File: src/rtl/core/rfa_pkg.sv
// Types, constants and lookup functions shared by the Rastrigin fitness accumulator.
`timescale 1ns / 1ps

package rfa_pkg;

    localparam int FRAC_BITS    = 12;

    localparam int COORD_W      = 16;
    localparam int SAMPLE_W     = 16;
    localparam int BIAS_W       = 23;
    localparam int FIT_W        = 29;
    localparam int SUM_W        = 29;
    localparam int CFG_INDEX_W  = 8;

    localparam int V_W          = COORD_W + 1;
    localparam int ABS_W        = COORD_W;
    localparam int MUL_B_W      = 18;
    localparam int PROD_W       = ABS_W + MUL_B_W;
    localparam int NOISE_W      = 7;
    localparam int SQ_W         = 2 * ABS_W + 1 - FRAC_BITS;
    localparam int PHASE_W      = 16;
    localparam int CORDIC_W     = 32;
    localparam int Z_W          = 33;
    localparam int CORDIC_STEPS = 16;
    localparam int ITER_W       = 4;
    localparam int TEN_W        = CORDIC_W + 4;
    localparam int TC_SHIFT     = 30 - FRAC_BITS;
    localparam int TC_W         = TEN_W - TC_SHIFT;
    localparam int TERM_W       = SQ_W + 2;
    localparam int NOISE_SHIFT  = 40 - FRAC_BITS;

    localparam logic [MUL_B_W-1:0]        NOISE_K     = MUL_B_W'(167772);
    localparam logic [PROD_W:0]           NOISE_RND   = (PROD_W + 1)'(1) << (39 - FRAC_BITS);
    localparam logic [PROD_W:0]           SQ_RND      = (PROD_W + 1)'(1) << (FRAC_BITS - 1);
    localparam logic signed [CORDIC_W-1:0] CORDIC_GAIN = CORDIC_W'(652032874);
    localparam logic signed [TEN_W-1:0]   TEN_RND     = TEN_W'(1) << (29 - FRAC_BITS);
    localparam logic signed [TERM_W-1:0]  TEN_ONE     = TERM_W'(10) << FRAC_BITS;

    localparam logic signed [SUM_W:0] SUM_MAX = (SUM_W + 1)'(268435455);
    localparam logic signed [SUM_W:0] SUM_MIN = -(SUM_W + 1)'(268435456);
    localparam logic signed [SUM_W:0] FIT_MAX = (SUM_W + 1)'(213811200);
    localparam logic signed [SUM_W:0] FIT_MIN = -(SUM_W + 1)'(4096000);

    localparam logic [CFG_INDEX_W-1:0] CFG_NOISY_MODE = CFG_INDEX_W'(0);
    localparam logic [CFG_INDEX_W-1:0] CFG_BIAS       = CFG_INDEX_W'(1);

    localparam logic [ITER_W-1:0] ITER_LAST = ITER_W'(CORDIC_STEPS - 1);

    typedef enum logic [2:0] {
        S_IDLE,
        S_NOISE,
        S_SETUP,
        S_CORDIC,
        S_TERM,
        S_ACC,
        S_EMIT
    } t_state;

    typedef enum logic [1:0] {
        Q_COS_POS,
        Q_SIN_NEG,
        Q_COS_NEG,
        Q_SIN_POS
    } t_quad;

    function automatic logic signed [Z_W-1:0] atan_turn(input logic [ITER_W-1:0] idx);
        logic signed [Z_W-1:0] a;
        case (idx)
            4'd0:    a = Z_W'(536870912);
            4'd1:    a = Z_W'(316933406);
            4'd2:    a = Z_W'(167458907);
            4'd3:    a = Z_W'(85004756);
            4'd4:    a = Z_W'(42667331);
            4'd5:    a = Z_W'(21354465);
            4'd6:    a = Z_W'(10680862);
            4'd7:    a = Z_W'(5340245);
            4'd8:    a = Z_W'(2670163);
            4'd9:    a = Z_W'(1335087);
            4'd10:   a = Z_W'(667544);
            4'd11:   a = Z_W'(333772);
            4'd12:   a = Z_W'(166886);
            4'd13:   a = Z_W'(83443);
            4'd14:   a = Z_W'(41721);
            4'd15:   a = Z_W'(20861);
            default: a = '0;
        endcase
        return a;
    endfunction

endpackage

File: src/rtl/core/rastrigin_fitness_accumulator_top.sv
// Top level of the Rastrigin fitness accumulator: sequencer, shared multiplier and CORDIC.
`timescale 1ns / 1ps

// Channel   Direction  Signals
// in        sink       i_in_valid, o_in_ready, i_coordinate, i_uniform_sample, i_is_last
// out       source     o_out_valid, i_out_ready, o_fitness
// cfg       sink       i_cfg_valid, o_cfg_ready, i_cfg_index, i_cfg_data
//
// A beat on in occupies the block through noise, setup, 16 CORDIC steps, term and
// accumulate; a last beat adds an emit state that loads the result register.
// The CORDIC loop and the single shared multiplier hold off a new beat until the last is through.
// Reset clears the sum, the configuration registers, the output valid and all control state.
// A last beat waits in the emit state while an earlier result is still unread.
module rastrigin_fitness_accumulator_top (
    input  logic                                 i_clk,
    input  logic                                 i_rst_n,
    input  logic                                 i_in_valid,
    output logic                                 o_in_ready,
    input  logic signed [rfa_pkg::COORD_W-1:0]   i_coordinate,
    input  logic        [rfa_pkg::SAMPLE_W-1:0]  i_uniform_sample,
    input  logic                                 i_is_last,
    output logic                                 o_out_valid,
    input  logic                                 i_out_ready,
    output logic signed [rfa_pkg::FIT_W-1:0]     o_fitness,
    input  logic                                 i_cfg_valid,
    output logic                                 o_cfg_ready,
    input  logic        [rfa_pkg::CFG_INDEX_W-1:0] i_cfg_index,
    input  logic        [rfa_pkg::BIAS_W-1:0]    i_cfg_data
);

    rfa_pkg::t_state r_state, n_state;

    logic                                   r_noisy;
    logic signed [rfa_pkg::BIAS_W-1:0]      r_bias;
    logic signed [rfa_pkg::SUM_W-1:0]       r_sum;
    logic signed [rfa_pkg::COORD_W-1:0]     r_coord;
    logic        [rfa_pkg::SAMPLE_W-1:0]    r_sample;
    logic                                   r_last;
    logic        [rfa_pkg::NOISE_W-1:0]     r_noise;
    logic        [rfa_pkg::ABS_W-1:0]       r_abs;
    logic        [rfa_pkg::SQ_W-1:0]        r_sq;
    logic signed [rfa_pkg::CORDIC_W-1:0]    r_x;
    logic signed [rfa_pkg::CORDIC_W-1:0]    r_y;
    logic signed [rfa_pkg::Z_W-1:0]         r_z;
    rfa_pkg::t_quad                         r_quad;
    logic        [rfa_pkg::ITER_W-1:0]      r_iter;
    logic signed [rfa_pkg::TERM_W-1:0]      r_term;
    logic                                   r_out_valid;
    logic signed [rfa_pkg::FIT_W-1:0]       r_fit;

    logic                                   in_fire;
    logic                                   emit_fire;

    logic        [rfa_pkg::ABS_W-1:0]       mul_a;
    logic        [rfa_pkg::MUL_B_W-1:0]     mul_b;
    logic        [rfa_pkg::PROD_W-1:0]      prod;
    logic        [rfa_pkg::PROD_W:0]        noise_full;
    logic        [rfa_pkg::PROD_W:0]        sq_full;

    logic signed [rfa_pkg::V_W-1:0]         v_next;
    logic signed [rfa_pkg::V_W-1:0]         v_neg;
    logic        [rfa_pkg::FRAC_BITS-1:0]   phase;
    logic        [rfa_pkg::PHASE_W-1:0]     p16;

    logic signed [rfa_pkg::CORDIC_W-1:0]    dx;
    logic signed [rfa_pkg::CORDIC_W-1:0]    dy;
    logic signed [rfa_pkg::Z_W-1:0]         atan_i;

    logic signed [rfa_pkg::CORDIC_W-1:0]    cos_val;
    logic signed [rfa_pkg::TEN_W-1:0]       cos_ext;
    logic signed [rfa_pkg::TEN_W-1:0]       ten_cos;
    logic signed [rfa_pkg::TEN_W-1:0]       tc_full;
    logic signed [rfa_pkg::TC_W-1:0]        tc;
    logic signed [rfa_pkg::TERM_W-1:0]      term;

    logic signed [rfa_pkg::SUM_W:0]         acc;
    logic signed [rfa_pkg::SUM_W-1:0]       acc_sat;
    logic signed [rfa_pkg::SUM_W:0]         fit_raw;
    logic signed [rfa_pkg::FIT_W-1:0]       fit_sat;

    assign o_cfg_ready = i_rst_n;
    assign o_out_valid = r_out_valid;
    assign o_fitness   = r_fit;
    assign in_fire     = i_in_valid && o_in_ready;

    // shared multiplier: noise scaling, then the square
    assign mul_a      = (r_state == rfa_pkg::S_NOISE) ? r_sample : r_abs;
    assign mul_b      = (r_state == rfa_pkg::S_NOISE) ? rfa_pkg::NOISE_K
                                                      : rfa_pkg::MUL_B_W'(r_abs);
    assign prod       = rfa_pkg::PROD_W'(mul_a) * rfa_pkg::PROD_W'(mul_b);
    assign noise_full = {1'b0, prod} + rfa_pkg::NOISE_RND;
    assign sq_full    = {1'b0, prod} + rfa_pkg::SQ_RND;

    assign v_next = rfa_pkg::V_W'(r_coord)
                  + (r_noisy ? $signed(rfa_pkg::V_W'(r_noise)) : '0);
    assign v_neg  = -v_next;
    assign phase  = v_next[rfa_pkg::FRAC_BITS-1:0];
    assign p16    = rfa_pkg::PHASE_W'({phase, {rfa_pkg::PHASE_W{1'b0}}} >> rfa_pkg::FRAC_BITS);

    assign dx     = r_y >>> r_iter;
    assign dy     = r_x >>> r_iter;
    assign atan_i = rfa_pkg::atan_turn(r_iter);

    always_comb begin
        case (r_quad)
            rfa_pkg::Q_COS_POS: cos_val = r_x;
            rfa_pkg::Q_SIN_NEG: cos_val = -r_y;
            rfa_pkg::Q_COS_NEG: cos_val = -r_x;
            rfa_pkg::Q_SIN_POS: cos_val = r_y;
            default:            cos_val = r_x;
        endcase
    end

    assign cos_ext = rfa_pkg::TEN_W'(cos_val);
    assign ten_cos = (cos_ext <<< 3) + (cos_ext <<< 1);
    assign tc_full = ten_cos + rfa_pkg::TEN_RND;
    assign tc      = rfa_pkg::TC_W'(tc_full >>> rfa_pkg::TC_SHIFT);
    assign term    = $signed({2'b00, r_sq}) - rfa_pkg::TERM_W'(tc) + rfa_pkg::TEN_ONE;

    assign acc = rfa_pkg::SUM_W'(0) + (rfa_pkg::SUM_W + 1)'(r_sum)
               + (rfa_pkg::SUM_W + 1)'(r_term);

    always_comb begin
        if (acc > rfa_pkg::SUM_MAX) begin
            acc_sat = rfa_pkg::SUM_W'(rfa_pkg::SUM_MAX);
        end else if (acc < rfa_pkg::SUM_MIN) begin
            acc_sat = rfa_pkg::SUM_W'(rfa_pkg::SUM_MIN);
        end else begin
            acc_sat = rfa_pkg::SUM_W'(acc);
        end
    end

    assign fit_raw = (rfa_pkg::SUM_W + 1)'(r_sum) + (rfa_pkg::SUM_W + 1)'(r_bias);

    always_comb begin
        if (fit_raw > rfa_pkg::FIT_MAX) begin
            fit_sat = rfa_pkg::FIT_W'(rfa_pkg::FIT_MAX);
        end else if (fit_raw < rfa_pkg::FIT_MIN) begin
            fit_sat = rfa_pkg::FIT_W'(rfa_pkg::FIT_MIN);
        end else begin
            fit_sat = rfa_pkg::FIT_W'(fit_raw);
        end
    end

    always_ff @(posedge i_clk) begin
        if (!i_rst_n) begin
            r_state <= rfa_pkg::S_IDLE;
        end else begin
            r_state <= n_state;
        end
    end

    always_comb begin
        n_state    = r_state;
        o_in_ready = 1'b0;
        emit_fire  = 1'b0;
        case (r_state)
            rfa_pkg::S_IDLE: begin
                o_in_ready = i_rst_n;
                if (i_in_valid) begin
                    n_state = rfa_pkg::S_NOISE;
                end
            end
            rfa_pkg::S_NOISE: begin
                n_state = rfa_pkg::S_SETUP;
            end
            rfa_pkg::S_SETUP: begin
                n_state = rfa_pkg::S_CORDIC;
            end
            rfa_pkg::S_CORDIC: begin
                if (r_iter == rfa_pkg::ITER_LAST) begin
                    n_state = rfa_pkg::S_TERM;
                end
            end
            rfa_pkg::S_TERM: begin
                n_state = rfa_pkg::S_ACC;
            end
            rfa_pkg::S_ACC: begin
                n_state = r_last ? rfa_pkg::S_EMIT : rfa_pkg::S_IDLE;
            end
            rfa_pkg::S_EMIT: begin
                if (!r_out_valid || i_out_ready) begin
                    emit_fire = 1'b1;
                    n_state   = rfa_pkg::S_IDLE;
                end
            end
            default: begin
                n_state = rfa_pkg::S_IDLE;
            end
        endcase
    end

    always_ff @(posedge i_clk) begin
        if (!i_rst_n) begin
            r_noisy     <= 1'b0;
            r_bias      <= '0;
            r_sum       <= '0;
            r_out_valid <= 1'b0;
            r_iter      <= '0;
        end else begin
            if (i_cfg_valid) begin
                case (i_cfg_index)
                    rfa_pkg::CFG_NOISY_MODE: r_noisy <= i_cfg_data[0];
                    rfa_pkg::CFG_BIAS:       r_bias  <= i_cfg_data;
                    default: ;
                endcase
            end
            if (r_state == rfa_pkg::S_SETUP) begin
                r_iter <= '0;
            end else if (r_state == rfa_pkg::S_CORDIC) begin
                r_iter <= r_iter + 1'b1;
            end
            if (r_state == rfa_pkg::S_ACC) begin
                r_sum <= acc_sat;
            end else if (emit_fire) begin
                r_sum <= '0;
            end
            if (emit_fire) begin
                r_out_valid <= 1'b1;
            end else if (i_out_ready) begin
                r_out_valid <= 1'b0;
            end
        end
    end

    always_ff @(posedge i_clk) begin
        if (in_fire) begin
            r_coord  <= i_coordinate;
            r_sample <= i_uniform_sample;
            r_last   <= i_is_last;
        end
        if (r_state == rfa_pkg::S_NOISE) begin
            r_noise <= noise_full[rfa_pkg::NOISE_SHIFT +: rfa_pkg::NOISE_W];
        end
        if (r_state == rfa_pkg::S_SETUP) begin
            r_abs  <= v_next[rfa_pkg::V_W-1] ? rfa_pkg::ABS_W'(v_neg)
                                             : rfa_pkg::ABS_W'(v_next);
            r_x    <= rfa_pkg::CORDIC_GAIN;
            r_y    <= '0;
            r_z    <= rfa_pkg::Z_W'({p16[rfa_pkg::PHASE_W-3:0], {rfa_pkg::PHASE_W{1'b0}}});
            r_quad <= rfa_pkg::t_quad'(p16[rfa_pkg::PHASE_W-1 -: 2]);
        end
        if (r_state == rfa_pkg::S_CORDIC) begin
            if (r_iter == '0) begin
                r_sq <= sq_full[rfa_pkg::FRAC_BITS +: rfa_pkg::SQ_W];
            end
            if (r_z >= 0) begin
                r_x <= r_x - dx;
                r_y <= r_y + dy;
                r_z <= r_z - atan_i;
            end else begin
                r_x <= r_x + dx;
                r_y <= r_y - dy;
                r_z <= r_z + atan_i;
            end
        end
        if (r_state == rfa_pkg::S_TERM) begin
            r_term <= term;
        end
        if (emit_fire) begin
            r_fit <= fit_sat;
        end
    end

    a_busy_after_beat: assert property (@(posedge i_clk) disable iff (!i_rst_n)
        in_fire |=> !o_in_ready)
        else $error("input taken while an item is in flight");

    a_cordic_exit: assert property (@(posedge i_clk) disable iff (!i_rst_n)
        (r_state == rfa_pkg::S_CORDIC) && (r_iter == rfa_pkg::ITER_LAST)
        |=> (r_state == rfa_pkg::S_TERM))
        else $error("CORDIC loop did not end after its last step");

    a_sum_cleared: assert property (@(posedge i_clk) disable iff (!i_rst_n)
        emit_fire |=> (r_sum == '0) && r_out_valid)
        else $error("sum not cleared or result not shown after last beat");

    a_fit_range: assert property (@(posedge i_clk) disable iff (!i_rst_n)
        r_out_valid |-> ((rfa_pkg::SUM_W + 1)'(r_fit) <= rfa_pkg::FIT_MAX)
                     && ((rfa_pkg::SUM_W + 1)'(r_fit) >= rfa_pkg::FIT_MIN))
        else $error("fitness outside its clamp range");

endmodule
File: config.mk
export PLATFORM = sky130hd
export DESIGN_NAME = rastrigin_fitness_accumulator_top
export DESIGN_NICKNAME = d
export VERILOG_FILES = /design/src/rtl/core/rfa_pkg.sv /design/src/rtl/core/rastrigin_fitness_accumulator_top.sv
export SDC_FILE = /design/constraint.sdc
export NUM_CORES = 2
export LEC_CHECK = 0
export BUFFER_PORTS_ARGS = -buffer_cell sky130_fd_sc_hd__buf_2
export CORE_AREA = 2 2 284 286
export DETAILED_ROUTE_END_ITERATION = 8
export DIE_AREA = 0 0 286 288
export MAX_ROUTING_LAYER = met4
export PLACE_DENSITY_LB_ADDON = 0.05
export SLEW_MARGIN = 0
export SYNTH_ARGS = -nofsm -noshare
export SYNTH_HDL_FRONTEND = slang
export SYNTH_SLANG_ARGS = --single-unit
File: constraint.sdc
create_clock -name i_clk -period 21 [get_ports i_clk]
set_input_delay 1.05 -clock i_clk [delete_from_list [all_inputs] [get_ports i_clk]]
set_output_delay 1.05 -clock i_clk [all_outputs]
set_load 0.05 [all_outputs]
* Word-level counts from Yosys, hierarchy flattened *
Memories as Yosys holds them, arrays and structs flattened. A register that Yosys moved wholly into a read port is not among the register bits.
Cells that the tools add are included.

storage, ports and cells
  register bits after elaboration = 289
  memory bits (read-only) = 480
  bits of input ports = 69
  word-level logic and storage cells = 109
  memories kept = 1

memories
  memory            words  width  read ports  clocked after Yosys merged registers in  wr ports  RTL line       source
  (name not given)  16     30     1           1                                        0         rfa_pkg.sv:68  case (idx)

operators by class
  add/subtract/negate cells = 19
  $mul = 1
  $lt $le $gt $ge = 5
  eq/ne operators = 14
  shifts and indexed selects = 2
  muxes and demuxes = 31
  bitwise logic cells = 1
  reductions and logical operators = 16

operator list
  operator                                                                               number
  32-bit 2-to-1 mux                                                                      6
  29-bit 2-to-1 mux                                                                      5
  32-bit case mux with 4 select lines                                                    1
  33-bit 2-to-1 mux                                                                      3
  32-bit adder                                                                           2
  32-bit negator                                                                         2
  32-bit by 4-bit >>> shifter with 32-bit output                                         2
  32-bit subtractor                                                                      2
  29-bit by 23-bit adder with 30-bit output                                              2
  30-bit by 29-bit greater-than comparator with 1-bit output (second input constant)     2
  35-bit by 33-bit adder with 36-bit output                                              1
  36-bit by 19-bit adder with 36-bit output (second input constant)                      1
  34-bit by 28-bit adder with 35-bit output (second input constant)                      1
  16-bit by 18-bit multiplier with 34-bit output                                         1
  33-bit by 12-bit adder with 33-bit output (second input constant)                      1
  33-bit adder                                                                           1
  33-bit by 1-bit greater-or-equal comparator with 1-bit output (second input constant)  1
  33-bit subtractor                                                                      1
  16-bit 2-to-1 mux                                                                      2
  30-bit by 23-bit < comparator with 1-bit output (second input constant)                1
  30-bit by 29-bit < comparator with 1-bit output (second input constant)                1
  23-bit by 17-bit adder with 23-bit output (second input constant)                      1
  22-bit by 18-bit subtractor with 23-bit output                                         1
  3-bit case mux with 7 select lines                                                     1
  other kinds (28)                                                                       47

* Longest topological paths before layout *
  depth after elaboration = 6
  depth in mapped cells = 34

* Worst setup path after synthesis *
Ideal clock, no wire load.

  path type = flip-flop to flip-flop
  from = register r_state[1]
  to = register r_sq[14] (netlist name) (data pin)
  setup time = 0.136 ns
  arrival = 8.019 ns
  path slack = 12.845 ns
  stages on the path, launching flop included = 30
  cells stage by stage = dfxtp_1 nor2_1 nand2_2 inv_1 clkbuf_1 clkbuf_1 clkbuf_1 clkbuf_1 o21ai_0 fa_1 inv_1 fa_1 fa_1 fa_1 fa_1 inv_1 fa_1 inv_1 ha_1 clkbuf_1 a2111o_1 a31oi_1 o211ai_1 and2_1 o21ai_0 nand2_1 nor4_4 or4b_2 mux2_2 nand3b_1

on the way
  cells in the longest elaborated chain, start to end = 4
  elaborated cells on any way between the ends = 5

ends and longest elaborated chain
  what                                                    RTL line                                                                          source
  start: declaration                                      rastrigin_fitness_accumulator_top.sv:31                                           rfa_pkg::t_state r_state, n_state;
  start signal: assignment                                rastrigin_fitness_accumulator_top.sv:147                                          r_state <= rfa_pkg::S_IDLE;
  start signal: assignment                                rastrigin_fitness_accumulator_top.sv:149                                          r_state <= n_state;
  3-bit by 1-bit == test with 1-bit output *              rastrigin_fitness_accumulator_top.sv:87, rastrigin_fitness_accumulator_top.sv:88
  16-bit 2-to-1 mux or 18-bit 2-to-1 mux (tied branches)  rastrigin_fitness_accumulator_top.sv:87, rastrigin_fitness_accumulator_top.sv:88
  16-bit by 18-bit multiplier with 34-bit output *        rastrigin_fitness_accumulator_top.sv:90                                           assign prod = rfa_pkg::PROD_W'(mul_a) * rfa_pkg::PROD_W'(mul_b);
  33-bit by 12-bit adder with 33-bit output *             rastrigin_fitness_accumulator_top.sv:92                                           assign sq_full = {1'b0, prod} + rfa_pkg::SQ_RND;
  via sq_full, one bit                                    rastrigin_fitness_accumulator_top.sv:58                                           logic [rfa_pkg::PROD_W:0] sq_full;
  end signal: assignment                                  rastrigin_fitness_accumulator_top.sv:245                                          r_sq <= sq_full[rfa_pkg::FRAC_BITS +: rfa_pkg::SQ_W];
  end: declaration                                        rastrigin_fitness_accumulator_top.sv:41                                           logic [rfa_pkg::SQ_W-1:0] r_sq;

Mark *: on every way through the listed nets, which the timed path passes. The rest lies on a longest branch.
A chain may end at the register's enable or synchronous reset.

* Final worst setup path *
Same ends and word-level chain as after synthesis.

==> impl_results.md <==
* Status: complete, no violations
* First DRT Iteration DRCs at 2259
* FF-to-FF path depth at 29
* Worst setup path category: reg2reg
* Seq/Total Area, Yosys at 0.2210
* Chip Height at 288 um
* Worst EP required at 21460 ps
* DR pass1 iterations at 6
* Startpoint types: flop
* CP endpoint kind: flop
* Syn avg cell area at 8.943 um2
* CTS Root Buffer Type: clkbuf_16
* Vias in the first global route at 29900
* R2R setup slack at 11290 ps
* Synth Instances at 4386
* WHS Endpoint: r_bias[19]
* Max-cap check violation count at 0
* Yosys top cell by area: edfxtp_1
* Seq cells post-synth at 319
* Critical Path AT at 10170 ps
* Ys flop type: edfxtp_1
* Post-Synth Simple-Gate Area at 0.1733
* Setup TNS Final at 0 ps
* Hold depth at 2
* Number of synthesized flops with an enable pin at 228
* Clock transition at path regs at 60 ps
* Synth top area cells: edfxtp_1, ha_1, fa_1
* WL final at 103700 um
* FF-to-FF End: r_sq[14]
* Num rows at 104
* Fraction of registers with async set/reset at 0
* Clock tree buffer depth at 3
* Synth Area in Adders at 0.2322
* Via count at 31590
* Pin count of the biggest net entering global routing at 81
* GRT Overall Usage at 0.2575
* Initial Util at 0.4926
* Skew-Pair Late Insertion Delay at 600 ps
* Post-Syn Nets at 5055
* Slew Limit Fails at 0
* TritonCTS clock tree: yes
* Cts hold-fix bufs at 0
* Compound-Gate Fraction of Synth Area at 0.1649
* Routed len/inst at 18.95 um
* Final setup viols at 0
* Post-route clock skew at 29.91 ps
* Post_cts resized at 0
* Vias per cell at 5.776
* Yosys Warn Count at 0
* DRC viols at 0
* Die width at 286 um
* Final hold violation count at 0
* DIE AREA at 0.08237 mm2
* Worst stage delay on the critical path at 680 ps
* Post-synth top area share at 0.1745
* First-pass GRT wire length at 165500 um
* Num Clock Sinks at 319
* Setup Buffers After CTS at 0
* Count of different cell masters after synthesis at 109
* Worst path slowest cell: a21boi_1
* RSZ-0062 raised after global routing: false
* Fin crit share at 0.4624
* Worst-Margin Slew at 1147 ps
* Most frequent cells in the layout: nand2_1, ha_1, inv_1
* Post-Syn Area at 0.03923 mm2
* Area Overhead vs Synth at 6.552%
* Total grt overflow at 0
* Total number of H-tree levels at 2
* Commonest non-fill, non-tap cell in the layout: nand2_1
* Critical path's most frequent cell: fa_1
* Port buffer count at 100
* Max FO, Critical Path at 62
* Largest family of logic cells by synthesized area: adder cells
* XOR/XNOR Fraction of Synth Area at 0.07850
* Post-detail-place hpwl at 80620 um
* Initial antenna violation count at 3
* RePlAce Congestion at 0.9294
* I/O pins at 101
* Hold Path Class: reg2reg
* Worst r2r src: r_state[1]
* Nets at 5042
* Relative slew slack at 0.2342
* Worst Setup SP: r_state[1]
* Core ar. at 0.07964 mm2
* Minimum clock period at 9709 ps
* Post-route ant nets at 0
* FMAX at 0.1030 GHz
* Layout cells sized above 1 at 0.08216
* Mux share of post-synthesis cell area at 0.07139
* CTS Buf Count at 42
* Hold path startpoint: r_bias[19]
per-stage QoR:
stage,hold WS (ps),setup WS (ps),area (um2),cells,util
finish,525.9,11290,41800,5469,0.5248
global route,555.5,10610,41790,5466,0.5247
CTS,531.5,11330,41790,5466,0.5247
detailed placement,513.3,11330,40420,5389,0.5075
global placement,508.9,11430,40420,5389,0.5075
floorplan,483.8,12850,39230,4386,-
logic make-up after synthesis:
kind of cell	count (synthesis)
buffers and inverters	558
adders and majority gates	600
AOI/OAI and AO/OA	995
and+or+nand+nor	1387
DFF	319
xor gates and xnor gates	350
muxes	177
per-layer routing:
metal	global-route usage	up-vias	wire [um]
met5	-	-	0
met4	0.06191	0	2412
met3	0.03471	131	5771
met2	0.3906	786	45600
met1	0.3642	15010	49860
li1	-	15660	-
critical path, delay by kind of cell, from the launching register on:
family | cells | cell delay [ps]
flops | 1 | 570
mux | 1 | 280
compound gates | 5 | 1780
buf+inv | 7 | 1230
simple gates | 9 | 2100
fa+ha+maj | 7 | 3560
how the worst max path moves through the flow:
stage / endpoint / slack (ps) / cells past startpoint
2_1_floorplan: r_sq[14] / 12850 / 29
3_3_place_gp: r_sq[14] / 11430 / 29
3_5_place_dp: r_sq[14] / 11330 / 29
4_1_cts: r_sq[14] / 11330 / 29
5_1_grt: r_sq[14] / 10610 / 29
6_report: r_sq[14] / 11290 / 29
sequential cells by signal, summed over array words and instances, names as in the netlist, 21 cells and up:
| signal | count |
|---|---|
| atan_i | 30 |
| o_fitness | 29 |
| r_bias | 23 |
| r_sq | 21 |
| r_sum | 29 |
| r_term | 23 |
| r_x | 32 |
| r_y | 32 |
| r_z | 33 |
cell usage after synthesis, types with 92 or more instances:
master	n
o21ai_0	230
xor2_1	153
and3_1	108
xnor2_1	196
inv_1	367
edfxtp_1	228
a21oi_1	264
nand2_1	390
a21o_1	134
ha_1	387
fa_1	213
nor2_1	356
clkbuf_1	143
nor3_1	92
cell type report:
cell class | count | area, um2
Clock buffer | 61 | 1216
Tap cell | 1060 | 1326
Antenna cell | 3 | 7.507
Multi-Input combinational cell | 3509 | 28280
Clock inverter | 16 | 156.4
Inverter | 372 | 1413
Sequential cell | 319 | 8678
Timing Repair Buffer | 129 | 718.2
Fill cell | 7603 | 37840
Power is left out: the tool's default activity adds up to more than one toggle a clock period on the data nets, which glitch-free logic cannot reach.
